[src/rtl/mbc_pkg.sv]
// ----------------------------------------------------------------------------
// mbc_pkg: shared definitions for the maze backtracker carver
// Field widths, register indexes, action and move codes, the move order
// table and the controller/datapath command and status structs.
// ----------------------------------------------------------------------------
package mbc_pkg;

   localparam int MBC_MAX_ROWS    = 64;
   localparam int MBC_MAX_COLS    = 64;
   localparam int MBC_STACK_DEPTH = 1024;

   localparam int COORD_W   = 6;
   localparam int ORDER_W   = 5;
   localparam int DEPTH_W   = 11;
   localparam int CFG_W     = 7;
   localparam int CSR_IDX_W = 2;
   // bound arithmetic: holds a config limit of up to 127 plus a two-cell move and the margin row
   localparam int CALC_W    = 10;

   localparam logic [CFG_W-1:0] MAZE_ROWS_RST = 7'd64;
   localparam logic [CFG_W-1:0] MAZE_COLS_RST = 7'd64;

   localparam logic [CSR_IDX_W-1:0] CSR_MAZE_ROWS = 2'd0;
   localparam logic [CSR_IDX_W-1:0] CSR_MAZE_COLS = 2'd1;

   localparam logic REQ_START = 1'b0;
   localparam logic REQ_STEP  = 1'b1;

   localparam logic [ORDER_W-1:0] ORDER_MAX = 5'd23;
   localparam int PERM_COUNT = 24;

   typedef enum logic [1:0] {
      ACT_STARTED     = 2'd0,
      ACT_CARVED      = 2'd1,
      ACT_BACKTRACKED = 2'd2,
      ACT_DONE        = 2'd3
   } action_type;

   typedef enum logic [1:0] {
      DIR_RIGHT = 2'd0,
      DIR_LEFT  = 2'd1,
      DIR_DOWN  = 2'd2,
      DIR_UP    = 2'd3
   } dir_type;

   // all orderings of the four moves, lexicographic
   localparam dir_type PERM_TABLE [PERM_COUNT][4] = '{
      '{DIR_RIGHT, DIR_LEFT,  DIR_DOWN,  DIR_UP   },
      '{DIR_RIGHT, DIR_LEFT,  DIR_UP,    DIR_DOWN },
      '{DIR_RIGHT, DIR_DOWN,  DIR_LEFT,  DIR_UP   },
      '{DIR_RIGHT, DIR_DOWN,  DIR_UP,    DIR_LEFT },
      '{DIR_RIGHT, DIR_UP,    DIR_LEFT,  DIR_DOWN },
      '{DIR_RIGHT, DIR_UP,    DIR_DOWN,  DIR_LEFT },
      '{DIR_LEFT,  DIR_RIGHT, DIR_DOWN,  DIR_UP   },
      '{DIR_LEFT,  DIR_RIGHT, DIR_UP,    DIR_DOWN },
      '{DIR_LEFT,  DIR_DOWN,  DIR_RIGHT, DIR_UP   },
      '{DIR_LEFT,  DIR_DOWN,  DIR_UP,    DIR_RIGHT},
      '{DIR_LEFT,  DIR_UP,    DIR_RIGHT, DIR_DOWN },
      '{DIR_LEFT,  DIR_UP,    DIR_DOWN,  DIR_RIGHT},
      '{DIR_DOWN,  DIR_RIGHT, DIR_LEFT,  DIR_UP   },
      '{DIR_DOWN,  DIR_RIGHT, DIR_UP,    DIR_LEFT },
      '{DIR_DOWN,  DIR_LEFT,  DIR_RIGHT, DIR_UP   },
      '{DIR_DOWN,  DIR_LEFT,  DIR_UP,    DIR_RIGHT},
      '{DIR_DOWN,  DIR_UP,    DIR_RIGHT, DIR_LEFT },
      '{DIR_DOWN,  DIR_UP,    DIR_LEFT,  DIR_RIGHT},
      '{DIR_UP,    DIR_RIGHT, DIR_LEFT,  DIR_DOWN },
      '{DIR_UP,    DIR_RIGHT, DIR_DOWN,  DIR_LEFT },
      '{DIR_UP,    DIR_LEFT,  DIR_RIGHT, DIR_DOWN },
      '{DIR_UP,    DIR_LEFT,  DIR_DOWN,  DIR_RIGHT},
      '{DIR_UP,    DIR_DOWN,  DIR_RIGHT, DIR_LEFT },
      '{DIR_UP,    DIR_DOWN,  DIR_LEFT,  DIR_RIGHT}
   };

   typedef struct packed {
      logic accept;       // latch request fields, reset counters
      logic stk_read;     // read top of stack
      logic clr_step;     // write one wall during the grid sweep
      logic open;         // open start cell and seed the stack
      logic probe_issue;  // latch target and read its wall bit
      logic k_next;       // move on to the next move in the order
      logic carve_tgt;    // open target, push it
      logic carve_mid;    // open the cell between
      logic pop;          // no move taken, drop the top
      logic set_done;     // step on an empty stack
      logic emit;         // load the result into the output register
   } mbc_cmd_type;

   typedef struct packed {
      logic req_step;
      logic sp_zero;
      logic stack_full;
      logic clr_last;
      logic probe_ok;
      logic wall_set;
      logic k_last;
      logic out_free;
   } mbc_status_type;

endpackage

[src/rtl/mbc_ctrl.sv]
// ----------------------------------------------------------------------------
// mbc_ctrl: sequencer of the maze backtracker carver
// One-hot state machine: grid sweep on start, neighbour probing on step.
// ----------------------------------------------------------------------------
module mbc_ctrl (
   input  logic                   clock,
   input  logic                   reset,
   input  logic                   req_valid,
   output logic                   req_ready,
   input  mbc_pkg::mbc_status_type status,
   output mbc_pkg::mbc_cmd_type    cmd
);
   import mbc_pkg::*;

   typedef enum logic [7:0] {
      ST_IDLE      = 8'b0000_0001,
      ST_CLEAR     = 8'b0000_0010,
      ST_OPEN      = 8'b0000_0100,
      ST_PROBE     = 8'b0000_1000,
      ST_CHECK     = 8'b0001_0000,
      ST_CARVE_TGT = 8'b0010_0000,
      ST_CARVE_MID = 8'b0100_0000,
      ST_RESULT    = 8'b1000_0000
   } state_type;

   state_type state_ff, state_in;

   always_ff @(posedge clock) begin
      if (reset) begin
         state_ff <= ST_IDLE;
      end else begin
         state_ff <= state_in;
      end
   end

   assign req_ready = (state_ff == ST_IDLE);

   always_comb begin
      state_in = state_ff;
      cmd      = '0;
      unique case (state_ff)
         ST_IDLE: begin
            if (req_valid) begin
               cmd.accept = 1'b1;
               if (!status.req_step) begin
                  state_in = ST_CLEAR;
               end else if (status.sp_zero) begin
                  cmd.set_done = 1'b1;
                  state_in     = ST_RESULT;
               end else if (status.stack_full) begin
                  cmd.pop  = 1'b1;
                  state_in = ST_RESULT;
               end else begin
                  cmd.stk_read = 1'b1;
                  state_in     = ST_PROBE;
               end
            end
         end
         ST_CLEAR: begin
            cmd.clr_step = 1'b1;
            if (status.clr_last) begin
               state_in = ST_OPEN;
            end
         end
         ST_OPEN: begin
            cmd.open = 1'b1;
            state_in = ST_RESULT;
         end
         ST_PROBE: begin
            if (status.probe_ok) begin
               cmd.probe_issue = 1'b1;
               state_in        = ST_CHECK;
            end else if (status.k_last) begin
               cmd.pop  = 1'b1;
               state_in = ST_RESULT;
            end else begin
               cmd.k_next = 1'b1;
            end
         end
         ST_CHECK: begin
            if (status.wall_set) begin
               state_in = ST_CARVE_TGT;
            end else if (status.k_last) begin
               cmd.pop  = 1'b1;
               state_in = ST_RESULT;
            end else begin
               cmd.k_next = 1'b1;
               state_in   = ST_PROBE;
            end
         end
         ST_CARVE_TGT: begin
            cmd.carve_tgt = 1'b1;
            state_in      = ST_CARVE_MID;
         end
         ST_CARVE_MID: begin
            cmd.carve_mid = 1'b1;
            state_in      = ST_RESULT;
         end
         ST_RESULT: begin
            if (status.out_free) begin
               cmd.emit = 1'b1;
               state_in = ST_IDLE;
            end
         end
         default: begin
            state_in = ST_IDLE;
         end
      endcase
   end

endmodule

[config.mk]
export PLATFORM = sky130hd
export DESIGN_NAME = mbc_ctrl
export DESIGN_NICKNAME = d
export VERILOG_FILES = /design/src/rtl/mbc_pkg.sv /design/src/rtl/mbc_ctrl.sv
export SDC_FILE = /design/constraint.sdc
export NUM_CORES = 1
export LEC_CHECK = 0
export BUFFER_PORTS_ARGS = -buffer_cell sky130_fd_sc_hd__buf_2
export CELL_PAD_IN_SITES_DETAIL_PLACEMENT = 0
export CELL_PAD_IN_SITES_GLOBAL_PLACEMENT = 2
export CORE_ASPECT_RATIO = 1.4
export CORE_MARGIN = 2
export CORE_UTILIZATION = 23
export DETAILED_ROUTE_END_ITERATION = 8
export PLACE_DENSITY_LB_ADDON = 0.1
export SLEW_MARGIN = 30
export SYNTH_ARGS = -nofsm -noshare
export SYNTH_HDL_FRONTEND = slang
export SYNTH_SLANG_ARGS = --single-unit
[constraint.sdc]
create_clock -name clock -period 1.8 [get_ports clock]
set_clock_uncertainty 0.15 [all_clocks]
set_input_delay 0.18 -clock clock [delete_from_list [all_inputs] [get_ports clock]]
set_output_delay 0.18 -clock clock [all_outputs]
set_load 0.005 [all_outputs]
==> reports/qor.tcl, run 1 <==
set qor(syn_avg_cell_area_um2) 7.92
set qor(route.final.wire_length_um) 2220
set qor(timing.critical_path.to) {cmd[0]}
set qor(grt_max_degree) 9
set qor(reg_top3) {state_ff (8)}
set qor(maxSlewViolCount) 0
set qor(firstDrtPassIters) 4
set qor(final_min_period_over_clock_period) 1.18
set qor(fp-row-count) 22
set qor(post_route_cells_drive_above_1_share) 0.674
set qor(vias_per_cell) 4.92
set qor(finalCriticalPeriod_ns) 2.13
set qor(pwr-share-comb) 0.489
set qor(clock_tree.root_cell) {clkbuf_4}
set qor(slew_margin_rel) 0.802
set qor(grt_first_pass_wirelength_um) 3810
set qor(result_of_the_run) {finished with violations}
set qor(cts-buffers-inserted) 3
set qor(die_area_um2) 3270
set qor(worstPathBufferInverterCount) 1
set qor(worst_pin_slew_ns) 0.294
set qor(post_synth_inst_count) 82
set qor(timing.rr.start) {state_ff[1]$_SDFFE_PP0P_}
set qor(slowest_stage) {or4_4}
set qor(mostFrequentLayoutCells) {buf_4, buf_2, buf_6}
set qor(cts-htree-levels) 1
set qor(most_used_dff_post_synth) {dfxtp_1}
set qor(flip_flop_count_of_the_largest_register_after_layout) 8
set qor(hold_path.startpoint) {status[2]}
set qor(buffer_ports.inserted) 22
set qor(gr-total-overflow) 0
set qor(worstSetupStartpointType) {flip-flop}
set qor(synth.largest_area_cell) {dfxtp_1}
set qor(cellPowerDensity_nw_per_um2) 527
set qor(ys_seq_area_frac) 0.247
set qor(required_ns) 1.47
set qor(regToRegEndpoint) {state_ff[3]$_SDFFE_PP0P_}
set qor(worstSetupPathDepth) 4
set qor(crit_fanout) 5
set qor(cell_internal_pwr_mw) 0.431
set qor(drt_iter0_markers) 12
set qor(core_box_area_um2) 2640
set qor(final_common_cell) {buf_4}
set qor(r2r_slack_ns) -0.22
set qor(fin_cells) 168
set qor(gr-usage-all-layers) 0.153
set qor(detail_route.drc_violations) 0
set qor(die_h_um) 66.9
set qor(synth.net_count) 93
set qor(start_util) 0.246
set qor(wl_per_cell_um) 13.2
set qor(clk-insertion-delay-late_ns) 0.25
set qor(fin_nets) 145
set qor(asyncSetResetFlopFracSynth) 0
set qor(place.detailed.hpwl_um) 1650
set qor(r2r.worst_path.cells) 5
set qor(total_number_of_clock_tree_sinks) 8
set qor(critical_path.startpoint) {state_ff[1]$_SDFFE_PP0P_}
set qor(diodes) 0
set qor(setup_violations) 17
set qor(worstHoldPathType) {primary input to flip-flop}
set qor(dieWidth_um) 48.9
set qor(routability_congestion) 0.732
set qor(net-switching-power_mw) 0.215
set qor(crit_chain) {or4_4 -> or3_4 -> nor3_2 -> buf_2}
set qor(rsz0062_at_grt) {true}
set qor(crit_path_max_incr_delay_ns) 0.58
set qor(num_vias) 827
set qor(netlist_top_cells_area) {dfxtp_1, nor2_1, nor3_1}
set qor(highest_clock_rate_mhz) 469
set qor(power.share.sequential) 0.303
set qor(synth_edf_count) 0
set qor(placed_insts) 155
set qor(postLayoutSetupSlackWorst_ns) -0.331
set qor(max_flop_register) {state_ff}
set qor(share_of_total_power_in_the_clock_network) 0.208
set qor(area_delta_synth_final_pct) 89.0
set qor(synth_top_cell_area_share) 0.247
set qor(peakVddDrop_v) 0.000308
set qor(initial_antenna_violation_count) 0
set qor(violations_in_the_final_reports) {negative setup slack}
set qor(power.switching_fraction) 0.333
set qor(syn-cell-area_um2) 649
set qor(total_count_of_hold_check_failures_in_the_final_report) 0
set qor(clk_pin_slew_worst_paths_ns) 0.05
set qor(clock_tree_from_tritoncts) {built}
set qor(leakagePower_nw) 0.533
set qor(total_of_flip_flops_plus_latches_after_synthesis) 8
set qor(criticalPathCategory) {flip-flop to output pin}
set qor(crit_path_end_kind) {output pin}
set qor(yosysWarningCount) 0
set qor(cts_buffer_depth) 2
set qor(yosysUniqueCellTypes) 36
set qor(postRouteAntennaNets) 0
set qor(utilization) 0.464
set qor(design.portCount) 23
set qor(timing.critical_path.max_delay_family) {simple AND/OR/NAND/NOR gates}
set qor(first_global_vias) 804
set qor(maxCapViolCount) 0
set qor(critical_path_arrival_ns) 1.80
kinds of logic (layout without fill, tap and decap cells):
| group | after synthesis | in the layout | synth area share |
|---|---|---|---|
| buf+inv | 10 | 60 | 0.0771 |
| flops | 8 | 8 | 0.247 |
| xor+xnor | 2 | 2 | 0.0270 |
| compound gates | 19 | 19 | 0.212 |
| simple gates | 43 | 43 | 0.437 |
power by group through the flow:
stage / Clock (mW) / Sequential, mW / Combinational (mW)
2_1_floorplan: 0 / 0.201 / 0.128
3_3_place_gp: 0 / 0.199 / 0.236
3_5_place_dp: 0 / 0.199 / 0.235
4_1_cts: 0.141 / 0.196 / 0.264
5_1_grt: 0.150 / 0.198 / 0.346
6_report: 0.134 / 0.196 / 0.316
cells in the mapped netlist, drive strengths merged (3+ instances only):
| cell type | n |
|---|---|
| inv | 7 |
| o21ai | 7 |
| dfxtp | 8 |
| nor4 | 3 |
| nor3 | 9 |
| nor2 | 10 |
| a21oi | 3 |
| nand2 | 3 |
| nor3b | 4 |
| or4b | 3 |
worst min-delay path by stage:
stage	endpoint	slack, ns	depth (start not counted)
after floorplan	state_ff[5]$_SDFFE_PP0P_	0.19	1
after global placement	state_ff[5]$_SDFFE_PP0P_	0.31	2
after detailed placement	state_ff[5]$_SDFFE_PP0P_	0.32	2
after CTS	state_ff[5]$_SDFFE_PP0P_	0.06	2
after global routing	state_ff[5]$_SDFFE_PP0P_	0.04	2
final	state_ff[5]$_SDFFE_PP0P_	0.06	2
layout make-up:
class / count / area, um2
clock buffer: 3 / 22.5
fill: 292 / 1420
inverter: 7 / 26.3
multi-input combinational: 64 / 593
sequential: 8 / 171
tap: 36 / 45.0
timing repair buffer: 50 / 369
routing by layer:
layer	GRT usage	wire length [um]	vias up	share of wire
li1	-	-	407	-
met1	0.173	912	392	0.41
met2	0.274	1180	24	0.53
met3	0.0112	74	4	0.033
met4	0.100	50	0	0.023
met5	0	0	-	0
repair_timing:
item                                    4_1_cts  5_1_grt
setup buffers                                 5        5
gates resized for setup                      25       20
pin swaps                                    13        7
hold buffers                                  0        0
hold endpoints to repair                      0        0
endpoints found under the setup margin       19       19
stage by stage:
stage / total power [mW] / setup TNS (ns) / setup slack, ns / hold slack [ns] / instance area (um2)
6_report: 0.646 / -3.37 / -0.331 / 0.0587 / 1230
2_1_floorplan: 0.329 / -0.0507 / -0.0388 / 0.186 / 658
5_1_grt: 0.695 / -4.61 / -0.389 / 0.0411 / 1230
3_5_place_dp: 0.435 / -0.749 / -0.108 / 0.316 / 925
3_3_place_gp: 0.434 / -0.638 / -0.0893 / 0.312 / 925
4_1_cts: 0.602 / -3.50 / -0.330 / 0.0563 / 1090
No activity file was read; power rests on OpenSTA's default activity.
==> run 2: changes to the inputs <==
--- a/config.mk
+++ b/config.mk
@@ -5,12 +5,13 @@
 export SDC_FILE = /design/constraint.sdc
 export NUM_CORES = 1
 export LEC_CHECK = 0
+export ABC_AREA = 1
 export BUFFER_PORTS_ARGS = -buffer_cell sky130_fd_sc_hd__buf_2
 export CELL_PAD_IN_SITES_DETAIL_PLACEMENT = 0
 export CELL_PAD_IN_SITES_GLOBAL_PLACEMENT = 2
 export CORE_ASPECT_RATIO = 1.4
 export CORE_MARGIN = 2
-export CORE_UTILIZATION = 23
+export CORE_UTILIZATION = 21
 export DETAILED_ROUTE_END_ITERATION = 8
 export PLACE_DENSITY_LB_ADDON = 0.1
 export SLEW_MARGIN = 30
==> reports/qor.tcl, run 2 <==
set qor(first_global_vias) 766
set qor(maxCapViolCount) 0
set qor(timing.critical_path.max_delay_family) {simple AND/OR/NAND/NOR gates}
set qor(total_of_flip_flops_plus_latches_after_synthesis) 8
set qor(r2r.worst_path.cells) 9
set qor(gr-usage-all-layers) 0.118
set qor(crit_path_end_kind) {output pin}
set qor(crit_fanout) 4
set qor(total_number_of_clock_tree_sinks) 8
set qor(fin_nets) 160
set qor(r2r_slack_ns) 0.30
set qor(design.portCount) 23
set qor(route.final.wire_length_um) 1960
set qor(firstDrtPassIters) 4
set qor(asyncSetResetFlopFracSynth) 0
set qor(slowest_stage) {dfxtp_1}
set qor(timing.rr.start) {state_ff[5]$_SDFFE_PP0P_}
set qor(dieWidth_um) 51.5
set qor(wl_per_cell_um) 10.5
set qor(result_of_the_run) {complete, no violations}
set qor(start_util) 0.217
set qor(worst_pin_slew_ns) 0.238
set qor(setup_violations) 0
set qor(initial_antenna_violation_count) 0
set qor(finalCriticalPeriod_ns) 1.72
set qor(fin_cells) 186
set qor(synth.largest_area_cell) {dfxtp_1}
set qor(synth_edf_count) 0
set qor(holdPathStages) 2
set qor(mostFrequentLayoutCells) {nand2_1, nor2_1, buf_2}
set qor(maxSlewViolCount) 0
set qor(max_flop_register) {state_ff}
set qor(highest_clock_rate_mhz) 580
set qor(critical_path_arrival_ns) 1.39
set qor(filler_cell_count) 394
set qor(diodes) 0
set qor(die_area_um2) 3630
set qor(place.detailed.hpwl_um) 1700
set qor(final_min_period_over_clock_period) 0.958
set qor(peakVddDrop_v) 0.000509
set qor(num_vias) 778
set qor(total_count_of_hold_check_failures_in_the_final_report) 0
set qor(worstPathBufferInverterCount) 2
set qor(synthTopCellsByCount) {nand2_1, nor2_1, inv_1}
set qor(grt_first_pass_wirelength_um) 3220
set qor(detail_route.drc_violations) 0
set qor(clk-insertion-delay-late_ns) 0.22
set qor(core_box_area_um2) 3060
set qor(worstHoldPathType) {primary input to flip-flop}
set qor(holdPathEnd) {state_ff[1]$_SDFFE_PP0P_}
set qor(leakagePower_nw) 0.509
set qor(die_h_um) 70.5
set qor(cellPowerDensity_nw_per_um2) 1150
set qor(hold_path.startpoint) {reset}
set qor(postRouteAntennaNets) 0
set qor(most_used_dff_post_synth) {dfxtp_1}
set qor(clock_tree.root_cell) {clkbuf_8}
set qor(hold_slack_ns) 0.0270
set qor(timing.critical_path.mode_cell) {nor2_4}
set qor(required_ns) 1.47
set qor(vias_per_cell) 4.18
set qor(synth.net_count) 128
set qor(met3RoutedLength_um) 58
set qor(crit_path_max_incr_delay_ns) 0.35
set qor(worstSetupStartpointType) {flip-flop}
set qor(regToRegEndpoint) {state_ff[2]$_SDFFE_PP0P_}
set qor(synth_top_cell_area_share) 0.242
set qor(cts-htree-levels) 1
set qor(criticalPathCategory) {flip-flop to output pin}
set qor(slew_margin_rel) 0.840
set qor(cts-buffers-inserted) 3
set qor(clk_pin_slew_worst_paths_ns) 0.04
set qor(flip_flop_count_of_the_largest_register_after_layout) 8
set qor(netlist_top_cells_area) {dfxtp_1, nand2_1, nor2_1}
set qor(placed_insts) 178
set qor(crit_chain) {nor2_4 -> nand2_4 -> nor2_4 -> inv_2 -> nor2_4 -> nand2_2 -> o22ai_2 -> buf_2}
set qor(post_synth_inst_count) 117
set qor(wl_met2_um) 1070
set qor(buffer_ports.inserted) 22
set qor(yosysWarningCount) 0
set qor(maxUsedRoutingLayer) {met4}
set qor(clock_tree_from_tritoncts) {built}
set qor(wirelength_met1_um) 798
set qor(ys_seq_area_frac) 0.242
set qor(final_common_cell) {nand2_1}
set qor(syn-cell-area_um2) 663
set qor(post_route_cells_drive_above_1_share) 0.401
set qor(cts_buffer_depth) 2
set qor(syn_avg_cell_area_um2) 5.67
set qor(area_delta_synth_final_pct) 42.6
set qor(fin_total_pwr_mw) 1.09
set qor(yosysUniqueCellTypes) 18
set qor(routability_congestion) 0.732
set qor(grt_max_degree) 7
set qor(fp-row-count) 24
set qor(rsz0062_at_grt) {true}
set qor(reg_top3) {state_ff (8)}
set qor(drt_iter0_markers) 6
set qor(gr-total-overflow) 0
run 2: cell count changes after synthesis, sizes merged, moves of 3 or more:
cell / change
nand3: +12
or4b: -3
nor2: +24
inv: +17
nor3b: -4
nand2: +26
nor3: -8
run 2: worst register-to-register path, cell delays in order (launching register included):
cell     delay (ns)
dfxtp_1        0.42
nor2_4         0.06
nand2_4        0.10
nor2_4         0.05
buf_4          0.13
nand2_1        0.11
nand2_1        0.10
nor2_1         0.17
nand3_1        0.09
inv_1          0.07
run 2: how the worst max path moves through the flow:
stage	startpoint	to	slack (ns)	cells past startpoint
4_1_cts	state_ff[1]$_SDFFE_PP0P_	cmd[5]	0.02	8
6_report	state_ff[5]$_SDFFE_PP0P_	cmd[2]	0.08	8
2_1_floorplan	state_ff[6]$_SDFFE_PP0P_	cmd[2]	0.42	7
5_1_grt	state_ff[5]$_SDFFE_PP0P_	cmd[2]	-0.02	8
3_5_place_dp	state_ff[6]$_SDFFE_PP0P_	cmd[2]	0.23	8
3_3_place_gp	state_ff[6]$_SDFFE_PP0P_	cmd[2]	0.21	8
run 2: layout make-up:
| cell class | instances | area (um2) | share of cell area |
|---|---|---|---|
| clock buffers | 3 | 41.3 | 0.0437 |
| inverters | 24 | 90.1 | 0.0952 |
| multi-input cells | 85 | 452 | 0.478 |
| flip-flops and latches | 8 | 166 | 0.176 |
| well taps | 39 | 48.8 | 0.0516 |
| repair buffers | 27 | 148 | 0.156 |
run 2: kinds of logic after synthesis:
| logic type | Yosys count | synth area share |
|---|---|---|
| compound gates | 7 | 0.0547 |
| buf+inv | 24 | 0.136 |
| flops | 8 | 0.242 |
| simple gates | 78 | 0.568 |
run 2: where the power goes:
group | switching, mW | leakage (nW) | total [mW] | internal [mW]
Clock | 0.0639 | 0.0216 | 0.208 | 0.144
Sequential | 0.0387 | 0.0668 | 0.254 | 0.216
Combinational | 0.367 | 0.420 | 0.627 | 0.260
Total | 0.470 | 0.509 | 1.09 | 0.619
run 2: through the flow:
stage / utilization / worst slack [ns] / TNS, ns / cell area (um2)
after floorplan: - / 0.424 / 0 / 663
after global placement: 0.268 / 0.213 / 0 / 822
after detailed placement: 0.268 / 0.226 / 0 / 822
after CTS: 0.284 / 0.0180 / 0 / 871
after global routing: 0.309 / -0.0247 / -0.0353 / 946
final: 0.309 / 0.0759 / 0 / 946
run 2: timing repair:
item                       4_1_cts  5_1_grt
resized for setup                0       19
pin swaps                        2       11
hold buffers                     0        0
setup buffers                    1        4
setup endpoints to repair        1        4
run 2: per-layer routing:
metal | GRT usage | up-vias
met5 | 0 | -
met4 | 0.0614 | 0
met3 | 0.0128 | 2
met2 | 0.222 | 21
met1 | 0.122 | 340
li1 | - | 415
